$ cat config.mk
export PLATFORM = sky130hd
export DESIGN_NAME = smf_obuf
export DESIGN_NICKNAME = d
export VERILOG_FILES = /design/src/hw/rtl/smf_pkg.sv /design/src/hw/rtl/smf_obuf.sv
export SDC_FILE = /design/constraint.sdc
export NUM_CORES = 1
export LEC_CHECK = 0
export ABC_AREA = 1
export BUFFER_PORTS_ARGS = -buffer_cell sky130_fd_sc_hd__buf_2
export CAP_MARGIN = 20
export CORE_ASPECT_RATIO = 1.25
export CORE_UTILIZATION = 54
export CTS_CLUSTER_DIAMETER = 50
export DETAILED_ROUTE_END_ITERATION = 10
export PLACE_DENSITY = 0.75
export SLEW_MARGIN = 25
export SYNTH_ARGS = -nofsm -noshare
export SYNTH_HDL_FRONTEND = slang
export SYNTH_SLANG_ARGS = --single-unit
$ cat constraint.sdc
create_clock -name clk -period 1.8 [get_ports clk]
set_input_delay 0.18 -clock clk [delete_from_list [all_inputs] [get_ports clk]]
set_output_delay 0.18 -clock clk [all_outputs]
set_load 0.01 [all_outputs]
$ cat src/hw/rtl/smf_pkg.sv
// Shared types and constants for the slotted message FIFO.
package smf_pkg;

    localparam int BYTE_W = 8;
    localparam int LEN_W = 7;
    localparam int STAT_W = 3;
    localparam int OP_W = 2;

    localparam int CFG_IDX_W = 1;
    localparam int CFG_DATA_W = 7;
    localparam int SLOTS_CFG_W = 5;

    localparam logic [CFG_IDX_W-1:0] CFG_SLOTS_IN_USE = 1'b0;
    localparam logic [CFG_IDX_W-1:0] CFG_SLOT_BYTES = 1'b1;

    localparam logic [SLOTS_CFG_W-1:0] SLOTS_IN_USE_RESET = 5'd16;
    localparam logic [LEN_W-1:0] SLOT_BYTES_RESET = 7'd64;

    localparam logic [OP_W-1:0] OP_PUBLISH = 2'd0;
    localparam logic [OP_W-1:0] OP_CONSUME = 2'd1;
    localparam logic [OP_W-1:0] OP_FLUSH = 2'd2;
    localparam logic [OP_W-1:0] OP_SHUTDOWN = 2'd3;

    localparam logic [STAT_W-1:0] STAT_OK = 3'd0;
    localparam logic [STAT_W-1:0] STAT_FULL = 3'd1;
    localparam logic [STAT_W-1:0] STAT_EMPTY = 3'd2;
    localparam logic [STAT_W-1:0] STAT_SHUT = 3'd3;
    localparam logic [STAT_W-1:0] STAT_TRUNC = 3'd4;

    // write offset saturates here
    localparam logic [LEN_W-1:0] OFFSET_MAX = 7'd127;

    // output queue
    localparam int OBUF_DEPTH = 4;
    localparam int OBUF_PW = 2;
    localparam int OBUF_LW = 3;

    typedef struct packed {
        logic [BYTE_W-1:0] out_byte;
        logic              byte_valid;
        logic              last_result;
        logic [STAT_W-1:0] status;
        logic [LEN_W-1:0]  message_length;
    } result_t;

endpackage

$ cat src/hw/rtl/smf_obuf.sv
// Small result queue in front of the output stream.
module smf_obuf (
    input  logic                          clk,
    input  logic                          rst_n,
    input  logic                          push,
    input  smf_pkg::result_t              push_data,
    output logic [smf_pkg::OBUF_LW-1:0]   level,
    output logic                          out_valid,
    input  logic                          out_ready,
    output smf_pkg::result_t              out_data
);
    import smf_pkg::*;

    result_t              entry_reg [OBUF_DEPTH];
    logic [OBUF_PW-1:0]   wr_ptr_reg;
    logic [OBUF_PW-1:0]   wr_ptr_next;
    logic [OBUF_PW-1:0]   rd_ptr_reg;
    logic [OBUF_PW-1:0]   rd_ptr_next;
    logic [OBUF_LW-1:0]   count_reg;
    logic [OBUF_LW-1:0]   count_next;
    logic                 pop;

    assign out_valid = (count_reg != '0);
    assign out_data = entry_reg[rd_ptr_reg];
    assign level = count_reg;
    assign pop = out_valid && out_ready;

    always_comb
    begin
        wr_ptr_next = push ? wr_ptr_reg + OBUF_PW'(1) : wr_ptr_reg;
        rd_ptr_next = pop ? rd_ptr_reg + OBUF_PW'(1) : rd_ptr_reg;
        count_next = count_reg;
        if (push && !pop)
        begin
            count_next = count_reg + OBUF_LW'(1);
        end
        else if (pop && !push)
        begin
            count_next = count_reg - OBUF_LW'(1);
        end
    end

    always_ff @(posedge clk or negedge rst_n)
    begin
        if (!rst_n)
        begin
            wr_ptr_reg <= '0;
            rd_ptr_reg <= '0;
            count_reg <= '0;
        end
        else
        begin
            wr_ptr_reg <= wr_ptr_next;
            rd_ptr_reg <= rd_ptr_next;
            count_reg <= count_next;
        end
    end

    always_ff @(posedge clk)
    begin
        if (push)
        begin
            entry_reg[wr_ptr_reg] <= push_data;
        end
    end

endmodule

==> flow_summary.json <==
{
  "drt-pass1-iter-count": 4,
  "setup_ws_ns": 0.131,
  "viasPerCell": 5.02,
  "yosys_warnings": 0,
  "hold_viol_final": 0,
  "startpoint": "rd_ptr_reg[0]",
  "nFillCells": 502,
  "leakagePower_uw": 0.00182,
  "crit_path_frequent_cell": "nand2_1",
  "cts.sinks": 87,
  "antenna_found_initial": 0,
  "drv_cap": 0,
  "synth_top_family_by_area": "simple AND/OR/NAND/NOR gates",
  "coreArea_mm2": 0.00652,
  "synth_compound_area_share_pct": 8.93,
  "grt_pass1_wl_um": 9670,
  "rsz0062_at_grt": "no",
  "vias": 2205,
  "path_depth": 6,
  "track_usage_pct": 19.4,
  "cp_slowest_cell": "dfrtp_2",
  "final_cell_mix": "80 x edfxtp_1, 78 x nand2_1, 51 x inv_1, 47 x buf_2, 36 x o211ai_1",
  "drive_above_1_share_pct": 24.1,
  "critPathMaxStageDelay_ns": 0.45,
  "ys_ff_latch": 87,
  "max_freq_mhz": 599,
  "row_count": 33,
  "reg2reg_depth": 10,
  "r2r_slack_ns": 0.14,
  "htree_levels": 3,
  "crit_type": "reg2out",
  "worstMarginPinSlew_ns": 0.278,
  "num_io_pins": 48,
  "grt_max_degree": 39,
  "clk_path_buf_depth": 2,
  "synth.top_cell.area_share_pct": 66.0,
  "pre_cts_ws_ns": 0.0627,
  "cp_data_arrival_time_ns": 1.49,
  "critPathTopFamily": "buffers and inverters",
  "cts_buffers": 9,
  "start_kind": "register",
  "synthMuxAreaShare_pct": 0,
  "wl_um": 6330,
  "die_w_um": 75.4,
  "syn-cell-area_mm2": 0.00364,
  "clk_pin_slew_ns": 0.08,
  "largest_reg_flops": 80,
  "clk_latency_ns": 0.35,
  "layout_commonest_cell": "edfxtp_1",
  "grt_pass1_vias": 2115,
  "port_buffers": 47,
  "hp-class": "in2reg",
  "fin_crit_ns": 1.67,
  "post_drt_wl_per_cell_um": 14.4,
  "power_density_mw_per_mm2": 1550,
  "path_cells": "inv_6, clkbuf_16, nand2_1, o211ai_1, nand2_1, buf_2",
  "endpoint": "out_data[13]",
  "overflow": 0,
  "place_hpwl_um": 3610,
  "cp_max_fo": 19,
  "min_period_over_period_pct": 92.7,
  "synth-xor-area-share_pct": 0.481,
  "final_util_pct": 64.7,
  "relSlewSlack_pct": 81.5,
  "first_iter_violations": 92,
  "place_congestion": 0.698,
  "num_antenna_cells": 0,
  "synthCells": 287,
  "yosysSeqAreaShare_pct": 70.8,
  "root_buffer": "clkbuf_8",
  "drc": 0,
  "slew_violations": 0,
  "rr_startpoint": "level[1]",
  "die_area_mm2": 0.00708,
  "synthAdderAreaFrac_pct": 2.27,
  "regToRegEndpoint": "level[2]",
  "fp.dieH_um": 93.8,
  "irDropWorstVdd_mv": 0.928,
  "area_growth_pct": 16.0,
  "required_ns": 1.62,
  "status": "complete, no violations",
  "syn_nets": 317,
  "final.setup.tns_ns": 0,
  "synth_top_area_cell": "edfxtp_1",
  "worst_setup_path_end_kind": "output port",
  "synth.area.top_cells": "edfxtp_1 66%, nand2_1 8.2%, o211ai_1 7.4%, inv_1 5.3%, dfrtp_1 4.8%",
  "fin_skew_ns": 0.00535,
  "yosys.area_share.simple_pct": 8.93,
  "start_util_pct": 55.8,
  "fin_nets": 377,
  "antenna_left": 0,
  "setup_viol": 0,
  "cts_tree": "yes",
  "cp.buffers_inverters": 3,
  "syn_area_per_cell_um2": 12.7,
  "ys_types": 18
}
## what timing repair did
action | 4_1_cts | 5_1_grt
hold buffers | 1 | 0
gates cloned | 1 | 1
hold endpoints to repair | 7 | 0
resized for setup | 1 | 9
pin swaps | 0 | 3
setup buffers | 0 | 2
setup endpoints to repair | 8 | 21
## cell usage after synthesis
cell type	n
o211ai_2	4
inv_2	2
nand3_1	3
edfxtp_1	80
xor2_1	1
ha_1	5
inv_1	51
nor2_1	1
nand4_1	1
buf_6	8
xnor2_1	1
clkbuf_1	1
nand2_1	80
dfrtp_1	7
o211ai_1	36
o21ai_1	1
fa_1	1
buf_2	4
## logic make-up (layout without fill, tap and decap cells)
kind of cell    Yosys count  in the layout
fa+ha+maj                 6              6
compound gates           41             41
xor+xnor                  2              2
simple gates             85             85
flops                    87             87
buf+inv                  66            131
## power by group
part	total, µW	switching (µW)	internal, µW
clock network	1110	623	483
logic	2610	1590	1030
registers	2810	145	2660
total	6530	2360	4170
## metal layers
metal,global-route usage [%],wire [µm],vias up
met5,0,0,-
met4,8.64,122,0
met3,5.47,257,11
met2,32.3,3210,53
met1,23.1,2730,1044
li1,-,-,1097
## worst min-delay path by stage
stage | slack [ns] | startpoint | endpoint | cells past startpoint
final | 0.04 | push_data[6] | entry_reg[0][6] | 1
after global routing | 0.02 | push_data[6] | entry_reg[3][6] | 1
after CTS | 0.03 | push_data[6] | entry_reg[0][6] | 1
after detailed placement | 0.03 | rst_n | level[0] | 1
after global placement | 0.02 | rst_n | level[0] | 1
after floorplan | -0.12 | rst_n | level[0] | 0
## final cells by class
cell class / count / area (µm²) / area share [%]
clock inverters: 6 / 27.5 / 0.652
flip-flops and latches: 87 / 2580 / 61.1
inverters: 53 / 206 / 4.89
well taps: 87 / 109 / 2.58
clock buffers: 10 / 128 / 3.02
repair buffers: 62 / 413 / 9.78
multi-input cells: 134 / 761 / 18.0
## worst register-to-register path, stage by stage, from the launching register on
cell	delay (ns)
dfrtp_1	0.41
nor2_1	0.14
nand2_2	0.10
nand2_2	0.08
ha_2	0.17
inv_1	0.07
fa_2	0.34
inv_1	0.06
nand2_1	0.06
nand4_1	0.09
nand2_1	0.06
## per-stage QoR
step / hold slack, ns / instance area, µm² / total power (µW) / instances
final: 0.0422 / 4220 / 6530 / 439
after global routing: 0.0226 / 4220 / 7010 / 439
after CTS: 0.0272 / 4160 / 6440 / 436
after detailed placement: 0.0291 / 3970 / 5230 / 418
after global placement: 0.0237 / 3970 / 5140 / 418
after floorplan: -0.116 / 3640 / 4510 / 287
Note: power is estimated with default switching activity, not from simulation.
